File: src/hw/rtl/sshh_pkg.sv
// ----------------------------------------------------------------------------
// sshh_pkg
// Shared types and constants of the Space-Saving heavy hitter counter: port
// widths, controller states and the command/status bundles between the
// controller and the datapath.
// ----------------------------------------------------------------------------
package sshh_pkg;

	// fixed field widths of the ports
	localparam int TOPIC_W   = 32;
	localparam int CAP_W     = 7;
	localparam int OUT_IDX_W = 6;
	localparam int OUT_CNT_W = 16;

	// capacity after reset
	localparam logic [CAP_W-1:0] CAP_RESET = 7'd64;

	// controller states, one-hot
	typedef enum logic [2:0] {
		ST_IDLE   = 3'b001,
		ST_SCAN   = 3'b010,
		ST_UPDATE = 3'b100
	} state_t;

	// controller -> datapath
	typedef struct packed {
		logic start;   // latch a new topic, clear scan results
		logic scan;    // walk the slot memory
		logic update;  // write back the slot and load the result beat
		logic cfg_we;  // capacity write
	} cmd_t;

	// datapath -> controller
	typedef struct packed {
		logic scan_done;  // all used slots read and evaluated
	} status_t;

endpackage

File: src/hw/rtl/space_saving_heavy_hitters.sv
// ----------------------------------------------------------------------------
// space_saving_heavy_hitters
// Space-Saving top-k frequent item counter with a controller and a
// slot-memory datapath.
// ----------------------------------------------------------------------------
// One topic is counted at a time. An item is accepted, its scan reads the
// used slots, and a write-back step then loads its result beat. The slot
// memory has a single registered read port, and every used slot is read
// once per item to find a match and the minimum. The scan ends once the
// read latency has passed and the last read has been evaluated, and the
// next topic is taken in the cycle after the write-back. The result sits
// in an output register, so the next topic is taken while a result still
// waits; a result that is still held back delays the write-back of the
// following item. The slot memory needs no clearing after reset: slots
// are filled in order and only the first used_slots entries are ever
// read. Topic 0 is answered with accepted low and leaves the table as it
// is. Capacity is written through the cfg channel while no item is in
// flight; lowering it drops the topics in the slots beyond it.
module space_saving_heavy_hitters import sshh_pkg::*; #(
	parameter int SLOTS      = 64,
	parameter int COUNT_BITS = 16
) (
	input  logic                 clk,
	input  logic                 arst_n,
	input  logic                 in_valid,
	output logic                 in_ready,
	input  logic [TOPIC_W-1:0]   topic_id,
	output logic                 out_valid,
	input  logic                 out_ready,
	output logic                 accepted,
	output logic [OUT_IDX_W-1:0] slot_index,
	output logic [OUT_CNT_W-1:0] slot_count,
	output logic [OUT_CNT_W-1:0] slot_error,
	output logic                 evicted,
	output logic [TOPIC_W-1:0]   evicted_topic,
	output logic                 min_valid,
	output logic [OUT_IDX_W-1:0] min_slot,
	input  logic                 cfg_valid,
	output logic                 cfg_ready,
	input  logic [CAP_W-1:0]     capacity
);

	cmd_t    cmd;
	status_t status;

	// sequencer
	sshh_ctrl u_ctrl (
		.clk       (clk),
		.arst_n    (arst_n),
		.in_valid  (in_valid),
		.in_ready  (in_ready),
		.out_ready (out_ready),
		.out_valid (out_valid),
		.cfg_valid (cfg_valid),
		.cfg_ready (cfg_ready),
		.status    (status),
		.cmd       (cmd)
	);

	// slot memory and update logic
	sshh_dpath #(
		.SLOTS      (SLOTS),
		.COUNT_BITS (COUNT_BITS)
	) u_dpath (
		.clk           (clk),
		.arst_n        (arst_n),
		.cmd           (cmd),
		.status        (status),
		.topic_id      (topic_id),
		.capacity      (capacity),
		.accepted      (accepted),
		.slot_index    (slot_index),
		.slot_count    (slot_count),
		.slot_error    (slot_error),
		.evicted       (evicted),
		.evicted_topic (evicted_topic),
		.min_valid     (min_valid),
		.min_slot      (min_slot)
	);

	// busy after a topic beat until its result is produced
	a_busy_after_accept: assert property (@(posedge clk) disable iff (!arst_n)
		in_valid && in_ready |=> !in_ready)
		else $error("input taken again right after a beat");

	// write-back always presents a result beat
	a_update_loads_out: assert property (@(posedge clk) disable iff (!arst_n)
		cmd.update |=> out_valid)
		else $error("write-back without result beat");

	// a rejected topic touches no slot
	a_reject_clean: assert property (@(posedge clk) disable iff (!arst_n)
		out_valid && !accepted |-> slot_index == '0 && slot_count == '0
			&& slot_error == '0 && !evicted && evicted_topic == '0)
		else $error("rejected topic reports a slot");

	// an eviction always replaces a real topic and leaves a nonempty table
	a_evict_real: assert property (@(posedge clk) disable iff (!arst_n)
		out_valid && evicted |-> accepted && evicted_topic != '0 && min_valid)
		else $error("eviction of an empty slot");

endmodule

File: src/hw/rtl/sshh_ctrl.sv
// ----------------------------------------------------------------------------
// sshh_ctrl
// Sequencer of the counter: accepts a topic, runs the slot scan, then
// issues the write-back once the output register is free. Owns the
// output valid flag.
// ----------------------------------------------------------------------------
module sshh_ctrl import sshh_pkg::*; (
	input  logic    clk,
	input  logic    arst_n,
	input  logic    in_valid,
	output logic    in_ready,
	input  logic    out_ready,
	output logic    out_valid,
	input  logic    cfg_valid,
	output logic    cfg_ready,
	input  status_t status,
	output cmd_t    cmd
);

	state_t state_q, state_nx;
	logic   out_valid_q;
	logic   out_busy;

	assign out_busy  = out_valid_q && !out_ready;
	assign in_ready  = (state_q == ST_IDLE);
	assign cfg_ready = (state_q == ST_IDLE);
	assign out_valid = out_valid_q;

	// next state and commands
	always_comb begin
		state_nx   = state_q;
		cmd        = '0;
		cmd.cfg_we = cfg_valid && (state_q == ST_IDLE);
		unique case (state_q)
			ST_IDLE: begin
				if (in_valid) begin
					cmd.start = 1'b1;
					state_nx  = ST_SCAN;
				end
			end
			ST_SCAN: begin
				cmd.scan = 1'b1;
				if (status.scan_done) begin
					state_nx = ST_UPDATE;
				end
			end
			ST_UPDATE: begin
				if (!out_busy) begin
					cmd.update = 1'b1;
					state_nx   = ST_IDLE;
				end
			end
			default: begin
				state_nx = ST_IDLE;
			end
		endcase
	end

	// state register
	always_ff @(posedge clk or negedge arst_n) begin
		if (!arst_n) begin
			state_q <= ST_IDLE;
		end else begin
			state_q <= state_nx;
		end
	end

	// output beat valid
	always_ff @(posedge clk or negedge arst_n) begin
		if (!arst_n) begin
			out_valid_q <= 1'b0;
		end else if (cmd.update) begin
			out_valid_q <= 1'b1;
		end else if (out_ready) begin
			out_valid_q <= 1'b0;
		end
	end

endmodule

File: src/hw/rtl/sshh_dpath.sv
// ----------------------------------------------------------------------------
// sshh_dpath
// Slot memory, scan unit and update logic. One scan over the used slots
// finds the first topic match, the lowest-index minimum and the runner-up
// minimum; the update then picks match, fill or eviction and derives the
// new minimum from those two candidates.
// ----------------------------------------------------------------------------
module sshh_dpath import sshh_pkg::*; #(
	parameter int SLOTS      = 64,
	parameter int COUNT_BITS = 16
) (
	input  logic                 clk,
	input  logic                 arst_n,
	input  cmd_t                 cmd,
	output status_t              status,
	input  logic [TOPIC_W-1:0]   topic_id,
	input  logic [CAP_W-1:0]     capacity,
	output logic                 accepted,
	output logic [OUT_IDX_W-1:0] slot_index,
	output logic [OUT_CNT_W-1:0] slot_count,
	output logic [OUT_CNT_W-1:0] slot_error,
	output logic                 evicted,
	output logic [TOPIC_W-1:0]   evicted_topic,
	output logic                 min_valid,
	output logic [OUT_IDX_W-1:0] min_slot
);

	localparam int IW = $clog2(SLOTS);
	localparam int UW = $clog2(SLOTS + 1);
	localparam int CW = (UW > CAP_W) ? UW : CAP_W;
	localparam int CB = COUNT_BITS;
	localparam int WW = TOPIC_W + 2 * CB;
	localparam int XW = (IW > OUT_IDX_W) ? IW : OUT_IDX_W;
	localparam int KW = (CB > OUT_CNT_W) ? CB : OUT_CNT_W;
	localparam logic [CB-1:0] CNT_MAX = {CB{1'b1}};

	// effective capacity: 0 acts as 1, saturate at the slot count
	function automatic logic [CW-1:0] eff_cap(input logic [CAP_W-1:0] c);
		logic [CW-1:0] cx;
		cx = CW'(c);
		if (c == '0) begin
			return CW'(1);
		end else if (cx > CW'(SLOTS)) begin
			return CW'(SLOTS);
		end else begin
			return cx;
		end
	endfunction

	// configuration and fill count
	logic [CAP_W-1:0] capacity_q;
	logic [UW-1:0]    used_q;
	logic [CW-1:0]    eff_new;
	logic [CW-1:0]    eff_now;
	logic             table_full;
	logic             fill_new;

	assign eff_new    = eff_cap(capacity);
	assign eff_now    = eff_cap(capacity_q);
	assign table_full = !(CW'(used_q) < eff_now);

	always_ff @(posedge clk or negedge arst_n) begin
		if (!arst_n) begin
			capacity_q <= CAP_RESET;
			used_q     <= '0;
		end else if (cmd.cfg_we) begin
			capacity_q <= capacity;
			if (CW'(used_q) > eff_new) begin
				used_q <= UW'(eff_new);
			end
		end else if (cmd.update && fill_new) begin
			used_q <= used_q + UW'(1);
		end
	end

	// topic of the item under work
	logic [TOPIC_W-1:0] topic_q;

	always_ff @(posedge clk) begin
		if (cmd.start) begin
			topic_q <= topic_id;
		end
	end

	// slot memory: {topic, count, error}, filled in slot order
	logic [WW-1:0] slot_mem_q [SLOTS];
	logic [WW-1:0] rdata_s1;
	logic          mem_we;
	logic [IW-1:0] mem_waddr;
	logic [WW-1:0] mem_wdata;
	logic [UW-1:0] addr_q;
	logic          rd_en;

	assign rd_en = cmd.scan && (addr_q < used_q);

	always_ff @(posedge clk) begin
		if (mem_we) begin
			slot_mem_q[mem_waddr] <= mem_wdata;
		end
		if (rd_en) begin
			rdata_s1 <= slot_mem_q[addr_q[IW-1:0]];
		end
	end

	// scan address and read pipeline
	logic          rd_valid_s1;
	logic [IW-1:0] rd_idx_s1;

	always_ff @(posedge clk or negedge arst_n) begin
		if (!arst_n) begin
			addr_q      <= '0;
			rd_valid_s1 <= 1'b0;
		end else begin
			rd_valid_s1 <= rd_en;
			if (cmd.start) begin
				addr_q <= '0;
			end else if (rd_en) begin
				addr_q <= addr_q + UW'(1);
			end
		end
	end

	always_ff @(posedge clk) begin
		if (rd_en) begin
			rd_idx_s1 <= addr_q[IW-1:0];
		end
	end

	assign status.scan_done = !rd_valid_s1 && !(addr_q < used_q);

	// scan evaluation: first match, minimum and runner-up minimum
	logic [TOPIC_W-1:0] rd_topic;
	logic [CB-1:0]      rd_cnt;
	logic [CB-1:0]      rd_err;

	assign rd_topic = rdata_s1[WW-1 -: TOPIC_W];
	assign rd_cnt   = rdata_s1[2*CB-1 -: CB];
	assign rd_err   = rdata_s1[CB-1:0];

	logic               found_q;
	logic [IW-1:0]      m_idx_q;
	logic [CB-1:0]      m_cnt_q;
	logic [CB-1:0]      m_err_q;
	logic               best_valid_q;
	logic [IW-1:0]      best_idx_q;
	logic [CB-1:0]      best_cnt_q;
	logic [TOPIC_W-1:0] best_topic_q;
	logic               sec_valid_q;
	logic [IW-1:0]      sec_idx_q;
	logic [CB-1:0]      sec_cnt_q;

	always_ff @(posedge clk or negedge arst_n) begin
		if (!arst_n) begin
			found_q      <= 1'b0;
			best_valid_q <= 1'b0;
			sec_valid_q  <= 1'b0;
		end else if (cmd.start) begin
			found_q      <= 1'b0;
			best_valid_q <= 1'b0;
			sec_valid_q  <= 1'b0;
		end else if (rd_valid_s1) begin
			if (!found_q && rd_topic == topic_q) begin
				found_q <= 1'b1;
			end
			if (!best_valid_q || rd_cnt < best_cnt_q) begin
				best_valid_q <= 1'b1;
				sec_valid_q  <= best_valid_q;
			end else if (!sec_valid_q || rd_cnt < sec_cnt_q) begin
				sec_valid_q <= 1'b1;
			end
		end
	end

	always_ff @(posedge clk) begin
		if (rd_valid_s1) begin
			if (!found_q && rd_topic == topic_q) begin
				m_idx_q <= rd_idx_s1;
				m_cnt_q <= rd_cnt;
				m_err_q <= rd_err;
			end
			if (!best_valid_q || rd_cnt < best_cnt_q) begin
				best_idx_q   <= rd_idx_s1;
				best_cnt_q   <= rd_cnt;
				best_topic_q <= rd_topic;
				sec_idx_q    <= best_idx_q;
				sec_cnt_q    <= best_cnt_q;
			end else if (!sec_valid_q || rd_cnt < sec_cnt_q) begin
				sec_idx_q <= rd_idx_s1;
				sec_cnt_q <= rd_cnt;
			end
		end
	end

	// update decision
	logic          acc;
	logic [IW-1:0] upd_idx;
	logic [CB-1:0] upd_cnt;
	logic [CB-1:0] upd_err;
	logic          upd_ev;
	logic          upd_minv;
	logic [IW-1:0] upd_mins;
	logic [CB-1:0] evict_base;
	logic          beat_sec;

	assign acc        = (topic_q != '0);
	assign evict_base = (best_cnt_q == CNT_MAX) ? CNT_MAX - CB'(1) : best_cnt_q;

	always_comb begin
		upd_idx  = '0;
		upd_cnt  = '0;
		upd_err  = '0;
		upd_ev   = 1'b0;
		fill_new = 1'b0;
		upd_minv = best_valid_q;
		upd_mins = best_valid_q ? best_idx_q : '0;
		beat_sec = 1'b0;
		if (acc) begin
			upd_minv = 1'b1;
			priority if (found_q) begin
				upd_idx = m_idx_q;
				upd_cnt = (m_cnt_q == CNT_MAX) ? m_cnt_q : m_cnt_q + CB'(1);
				upd_err = m_err_q;
			end else if (!table_full) begin
				upd_idx  = used_q[IW-1:0];
				upd_cnt  = CB'(1);
				fill_new = 1'b1;
			end else begin
				upd_idx = best_idx_q;
				upd_cnt = evict_base + CB'(1);
				upd_err = evict_base;
				upd_ev  = 1'b1;
			end
			// new minimum: only the touched slot can displace the old one
			beat_sec = !sec_valid_q || upd_cnt < sec_cnt_q
				|| (upd_cnt == sec_cnt_q && upd_idx < sec_idx_q);
			priority if (!best_valid_q) begin
				upd_mins = upd_idx;
			end else if (fill_new) begin
				upd_mins = (upd_cnt < best_cnt_q) ? upd_idx : best_idx_q;
			end else if (upd_idx == best_idx_q) begin
				upd_mins = beat_sec ? upd_idx : sec_idx_q;
			end else begin
				upd_mins = best_idx_q;
			end
		end
	end

	assign mem_we    = cmd.update && acc;
	assign mem_waddr = upd_idx;
	assign mem_wdata = {topic_q, upd_cnt, upd_err};

	// result beat register
	logic               acc_q;
	logic [IW-1:0]      idx_q;
	logic [CB-1:0]      cnt_q;
	logic [CB-1:0]      err_q;
	logic               ev_q;
	logic [TOPIC_W-1:0] evt_q;
	logic               minv_q;
	logic [IW-1:0]      mins_q;

	always_ff @(posedge clk) begin
		if (cmd.update) begin
			acc_q  <= acc;
			idx_q  <= upd_idx;
			cnt_q  <= upd_cnt;
			err_q  <= upd_err;
			ev_q   <= upd_ev;
			evt_q  <= upd_ev ? best_topic_q : '0;
			minv_q <= upd_minv;
			mins_q <= upd_mins;
		end
	end

	// fit internal widths to the port widths
	logic [XW-1:0] idx_ext;
	logic [XW-1:0] mins_ext;
	logic [KW-1:0] cnt_ext;
	logic [KW-1:0] err_ext;

	assign idx_ext  = XW'(idx_q);
	assign mins_ext = XW'(mins_q);
	assign cnt_ext  = KW'(cnt_q);
	assign err_ext  = KW'(err_q);

	assign accepted      = acc_q;
	assign slot_index    = idx_ext[OUT_IDX_W-1:0];
	assign slot_count    = cnt_ext[OUT_CNT_W-1:0];
	assign slot_error    = err_ext[OUT_CNT_W-1:0];
	assign evicted       = ev_q;
	assign evicted_topic = evt_q;
	assign min_valid     = minv_q;
	assign min_slot      = mins_ext[OUT_IDX_W-1:0];

endmodule
File: config.mk
export PLATFORM = sky130hd
export DESIGN_NAME = space_saving_heavy_hitters
export DESIGN_NICKNAME = d
export VERILOG_FILES = /design/src/hw/rtl/sshh_pkg.sv /design/src/hw/rtl/space_saving_heavy_hitters.sv /design/src/hw/rtl/sshh_ctrl.sv /design/src/hw/rtl/sshh_dpath.sv
export SDC_FILE = /design/constraint.sdc
export NUM_CORES = 2
export LEC_CHECK = 0
export BUFFER_PORTS_ARGS = -buffer_cell sky130_fd_sc_hd__buf_2
export CORE_UTILIZATION = 35
export CTS_BUF_LIST = sky130_fd_sc_hd__clkbuf_8
export CTS_CLUSTER_DIAMETER = 60
export DETAILED_ROUTE_END_ITERATION = 16
export HOLD_SLACK_MARGIN = 0.12
export PLACE_DENSITY = 0.48
export SLEW_MARGIN = 20
export SYNTH_ARGS = -nofsm -noshare
export SYNTH_HDL_FRONTEND = slang
export SYNTH_SLANG_ARGS = --single-unit
export TNS_END_PERCENT = 50
File: constraint.sdc
create_clock -name clk -period 7.68 [get_ports clk]
set_input_delay 1.152 -clock clk [delete_from_list [all_inputs] [get_ports clk]]
set_output_delay 1.152 -clock clk [all_outputs]
set_load 0.03 [all_outputs]
# [After elaboration in Yosys (flattened, before gate mapping)]
# Memory sizes are Yosys's and may differ from the RTL's. A register that Yosys moved wholly into a read port is not among the register bits.
# Index checks and enable logic that the tools add are counted.
[op_classes] n_addsub=4 n_lt_le_gt_ge=10 eq_ne=12 n_mux=63 reduce_logical=37
[op_table] operator="16-bit 2-to-1 mux" count=11
[op_table] operator="6-bit 2-to-1 mux" count=13
[op_table] operator="16-bit < comparator" count=4
[op_table] operator="7-bit 2-to-1 mux" count=9
[op_table] operator="16-bit by 1-bit adder with 16-bit output (second input constant)" count=2
[op_table] operator="16-bit == test (second input constant)" count=2
[op_table] operator="32-bit == test" count=1
[op_table] operator="32-bit nonzero test" count=1
[op_table] operator="1-bit 2-to-1 mux" count=26
[op_table] operator="16-bit == test" count=1
[op_table] operator="7-bit by 1-bit adder with 7-bit output (second input constant)" count=2
[op_table] operator="7-bit > comparator (second input constant)" count=2
[op_table] operator="7-bit zero test" count=2
[op_table] operator="7-bit < comparator" count=2
[op_table] operator="2-bit AND reduction" count=7
[op_table] operator="2-bit nonzero test" count=7
[op_table] operator="3-bit 2-to-1 mux" count=3
[op_table] operator="3-bit one-hot mux with 3 select lines" count=1
[op_table] operator="1-bit logical AND" count=8
[op_table] operator="7-bit > comparator" count=1
[op_table] operator="6-bit == test" count=1
[op_table] operator="1-bit zero test" count=6
[op_table] operator="6-bit < comparator" count=1
[op_table] operator="2-bit inequality test (second input constant)" count=3
[op_table] operator="7 further kinds" count=10
[totals] regBits=260 mem_bits_rw=4096 input_bits=44 out_inout_bits=82 word_cells=154 mem_count=1
[mem_list] name="u_dpath.slot_mem_q" words=64 width=64 rd=1 rd_ports_with_merged_regs=1 write_ports=1 line="sshh_dpath.sv:86" rtl="logic [WW-1:0] slot_mem_q [SLOTS];"

# [Logic depth before layout (Yosys ltp)]
[depth] ltp_word=15 depth_mapped=19 ltp_nobuf=19

# [By module]
# A second synthesis with hierarchy kept.
[unflattened] cells_unflattened=6946 hier_area_um2=169910.5
[modules_own_cells] module="sshh_dpath" instances=1 cells_each=6923 area_each_um2=169662.7 seq_area_each_um2=132483.3
[modules_own_cells] module="sshh_ctrl" instances=1 cells_each=23 area_each_um2=247.7 seq_area_each_um2=101.3

# [Worst setup path before layout]
# No wires, ideal clock.
[synth_timing] path_kind="input to register" startpoint="in out_ready" endpoint="mem u_dpath.slot_mem_q[60][0] (netlist bit) (enable)" setup_ns=0.487 arrival_ns=8.489 required_ns=7.193 slack_ns=-1.296 cell_stages=6 path_buffers=0 path_cell_list="nor2b_1 > nor2_1 > nand2_1 > nor3_1 > nand3_1 > nor2_1"
[synth_rtl] element="start, declared" line="space_saving_heavy_hitters.sv:29" rtl="input logic out_ready,"
[synth_rtl] element="end, declared" line="sshh_dpath.sv:86"

# [Worst setup path in the final report]
[layout_timing] startpoint="reg u_dpath.capacity_q[6]" endpoint="mem u_dpath.slot_mem_q[7][32] (netlist bit) (enable)"
[layout_via] elab_chain_len=8 word_cells_on_any_way=9 classes_between="order compare: 2; mux: 6; reduce/logical: 1"
[layout_lines] element="start, declared" line="sshh_dpath.sv:51" rtl="logic [CAP_W-1:0] capacity_q;"
[layout_lines] element="start signal, assigned" line="sshh_dpath.sv:67" rtl="capacity_q <= capacity;"
[layout_lines] element="7-bit > comparator" line="sshh_dpath.sv:43" rtl="end else if (cx > CW'(SLOTS)) begin"
[layout_lines] element="7-bit 2-to-1 mux" line="sshh_dpath.sv:43"
[layout_lines] element="7-bit 2-to-1 mux (*)" line="sshh_dpath.sv:41" rtl="if (c == '0) begin"
[layout_lines] element="7-bit < comparator (*)" line="sshh_dpath.sv:60" rtl="assign table_full = !(CW'(used_q) < eff_now);"
[layout_lines] element="6-bit 2-to-1 mux (*)" line="sshh_dpath.sv:223" rtl="end else if (!table_full) begin"
[layout_lines] element="6-bit 2-to-1 mux (*)" line="sshh_dpath.sv:219" rtl="priority if (found_q) begin"
[layout_lines] element="6-bit 2-to-1 mux (*) (2 in series)" line="sshh_dpath.sv:217" rtl="if (acc) begin"
# Mark *: on every way between the ends. The rest lies on a longest branch, timed or not. The select of a mux whose other input is x is not followed.

==> impl_metrics.json <==
{
  "status": "finished clean",
  "critical-path-max-stage-delay_ps": 1120,
  "power_w": 0.0678,
  "drive_gt1_share_pct": 33.0,
  "yosysSeqAreaShare_pct": 78.0,
  "post-route-period-util_pct": 77.3,
  "switchingPower_w": 0.0217,
  "io_buffers": 125,
  "synth_seq_cells": 4420,
  "routedWlPerCell_um": 34.4,
  "finalNetCount": 7947,
  "vias_per_cell": 5.50,
  "grt_pass1_vias": 83300,
  "min_from": "topic_id[23]",
  "netSwitchingFraction_pct": 32.1,
  "synth_edf_count": 4391,
  "synthCells": 6974,
  "cp-end-kind": "register",
  "yosysWarnings": 0,
  "slew_viol_final": 0,
  "finalHoldViolCount": 0,
  "antenna_found_initial": 78,
  "crit_arrival_ps": 6820,
  "critPathSlowestCell": "nor2_4",
  "gp_congestion": 0.808,
  "cts_tree": "done",
  "rsz0062_at_grt": "no",
  "initial_utilization_pct": 35.2,
  "worst_skew_pair.late_latency_ps": 1310,
  "timing.rr.start": "u_dpath.capacity_q[6]$_DFFE_PN1P_",
  "pwr-share-seq_pct": 46.1,
  "clk_pin_slew_ps": 60,
  "dieArea_um2": 488000,
  "startpoint_type": "register",
  "die_h_um": 699,
  "postSynth.asyncResetShare_pct": 0.656,
  "crit_required_ps": 8570,
  "remaining_drc_errors": 0,
  "slew_headroom_pct": 22.0,
  "core_um2": 483000,
  "post_cts_resize_count": 0,
  "wl_um": 510000,
  "setup_tns_ps": 0,
  "leakage_nw": 60.1,
  "grt_max_degree": 115,
  "vias": 81500,
  "die-width_um": 699,
  "ys.flop_type": "edfxtp_1",
  "drtAntennaViolNets": 0,
  "numClockSinks": 4420,
  "min_period_ps": 5930,
  "layout_commonest_cell": "edfxtp_1",
  "critPathLaunch": "u_dpath.capacity_q[6]$_DFFE_PN1P_",
  "synth_area_um2": 170000,
  "drv_cap": 0,
  "path_class": "reg2reg",
  "maxClockFrequency_mhz": 169,
  "cts_inserted_buffers": 740,
  "syn_avg_cell_area_um2": 24.4,
  "clock_path_buffers": 4,
  "cp_max_fo": 29,
  "rows": 255,
  "groute.usage.overall_pct": 20.6,
  "hold_path.class": "in2reg",
  "clock_power_share_pct": 27.8,
  "path_cells": "inv_1 > nand2_1 > ha_1 > a21oi_2 > nand2_1 > a2111o_1 > o31ai_1 > nor2_1 > nor2_1 > nand3_1 > nor2_4 > buf_12",
  "most-common-layout-cells": "edfxtp_1 (4391), mux4_2 (1344), clkbuf_8 (755), inv_1 (339), buf_4 (199)",
  "htreeDepth": 6,
  "drt_iter0_markers": 9888,
  "synthToLayoutAreaGrowth_pct": 14.4,
  "grt_pass1_wl_um": 699000,
  "post_cts_buffers": 0,
  "dr.pass1.iters": 6,
  "p_comb_share_pct": 26.1,
  "ir_drop_mv": 0.366,
  "setup_violations": 0,
  "powerDensity_nw_per_um2": 349,
  "max_slew.worst_pin.slew_ps": 1170,
  "ys_types": 72,
  "p_int_w": 0.0461,
  "pin_count": 126,
  "root_buffer": "clkbuf_8",
  "syn-num-nets": 7107,
  "fin_skew_ps": 131,
  "gr-total-overflow": 0,
  "place_hpwl_um": 291000
}
## synth_stat cells, types with 27 or more instances
cell type,number,area (um2)
ha_1,89,1110
and3_1,41,257
nand3_1,50,250
dfrtp_1,27,676
clkbuf_1,216,811
edfxtp_1,4391,132000
nor2_1,108,405
a21oi_1,54,270
o21ai_0,36,180
buf_2,101,505
mux4_2,1344,30300
nand2_1,111,417
xnor2_1,42,368
inv_1,64,240
## critical path: cells and delay by family, from the launching register on
family                   cells  cell delay [ps]
flip-flops                   1              540
buffers and inverters        2              430
AND/OR/NAND/NOR              6             3090
adder cells (fa/ha/maj)      1              270
AO/OA/AOI/OAI                3             1170
## state kept, by name, indices dropped and copies added, names as in the netlist, 3 cells and up
signal	count
u_dpath.min_slot	6
u_dpath.slot_count	16
u_dpath.topic_q	32
u_dpath.used_q	7
u_dpath.sec_cnt_q	16
u_dpath.m_idx_q	6
u_dpath.m_cnt_q	16
u_dpath.sec_idx_q	6
u_dpath.rdata_s1	64
u_ctrl.state_q	3
u_dpath.m_err_q	16
u_dpath.best_topic_q	32
u_dpath.capacity_q	7
u_dpath.slot_index	6
u_dpath.rd_idx_s1	6
u_dpath.best_idx_q	6
u_dpath.slot_mem_q	4096
u_dpath.addr_q	7
u_dpath.slot_error	16
u_dpath.best_cnt_q	16
u_dpath.evicted_topic	32
## cell type report
class / count / area (um2)
inverter: 65 / 255
sequential: 4420 / 133000
multi-input combinational: 2148 / 36400
timing repair buffer: 439 / 4120
clock inverter: 554 / 2620
clock buffer: 755 / 10400
antenna: 16 / 40.0
tap: 6425 / 8040
fill: 42400 / 289000
## metal layers
metal | up-vias | routed length [um] | share of wire (%) | track usage (%)
met5 | - | 33 | 0.0065 | 0
met4 | 6 | 9840 | 1.9 | 4.33
met3 | 670 | 38100 | 7.5 | 3.85
met2 | 3541 | 241000 | 47 | 32.6
met1 | 45300 | 221000 | 43 | 29.7
li1 | 32000 | - | - | -
## power groups by stage
stage | Combinational [W] | Sequential (W) | Clock (W)
5_1_grt | 0.0188 | 0.0313 | 0.0203
2_1_floorplan | 0.0101 | 0.0320 | 0
4_1_cts | 0.0180 | 0.0313 | 0.0194
6_report | 0.0177 | 0.0313 | 0.0189
3_5_place_dp | 0.0180 | 0.0318 | 0
3_3_place_gp | 0.0178 | 0.0317 | 0
## worst paths after layout
check                                                       to  slack (ps)  depth (start not counted)
min reg2reg                      u_dpath.m_err_q[15]$_DFFE_PP_         400                          0
min                              u_dpath.topic_q[23]$_DFFE_PP_         230                          1
max                        u_dpath.slot_mem_q[7][32]$_DFFE_PP_        1750                         12
max in group asynchronous        u_dpath.addr_q[4]$_DFFE_PN0P_        6560                          2
min in group asynchronous    u_dpath.capacity_q[4]$_DFFE_PN0P_         530                          2
max reg2reg                u_dpath.slot_mem_q[7][32]$_DFFE_PP_        1750                         12
## logic make-up (layout without fill, tap and decap cells)
family | count (synthesis) | count (layout) | synth area share (%)
DFF | 4420 | 4420 | 78.0
muxes | 1381 | 1381 | 18.0
and+or+nand+nor | 433 | 433 | 1.27
buffers and inverters | 406 | 1813 | 0.990
AOI/OAI and AO/OA | 186 | 186 | 0.725
adders and majority gates | 89 | 89 | 0.655
xor gates and xnor gates | 59 | 59 | 0.304
other | 0 | 16 | 0
## per-stage QoR
step                hold slack (ps)  instances  setup WS [ps]  area [um2]  utilization [%]
CTS                             121      14800           1940      194000             40.3
finish                          232      14800           1750      195000             40.3
floorplan                       400       6974            144      170000                -
global route                    157      14800           1660      194000             40.3
global placement                407      13500           1670      181000             37.5
detailed placement              405      13500           1970      181000             37.5
## timing repair
| item | 4_1_cts | 5_1_grt |
|---|---|---|
| endpoints found under the hold margin | 57 | 0 |
| hold buffers | 31 | 0 |
| endpoints found under the setup margin | 0 | 0 |
No activity file was read; power rests on OpenSTA's default activity.
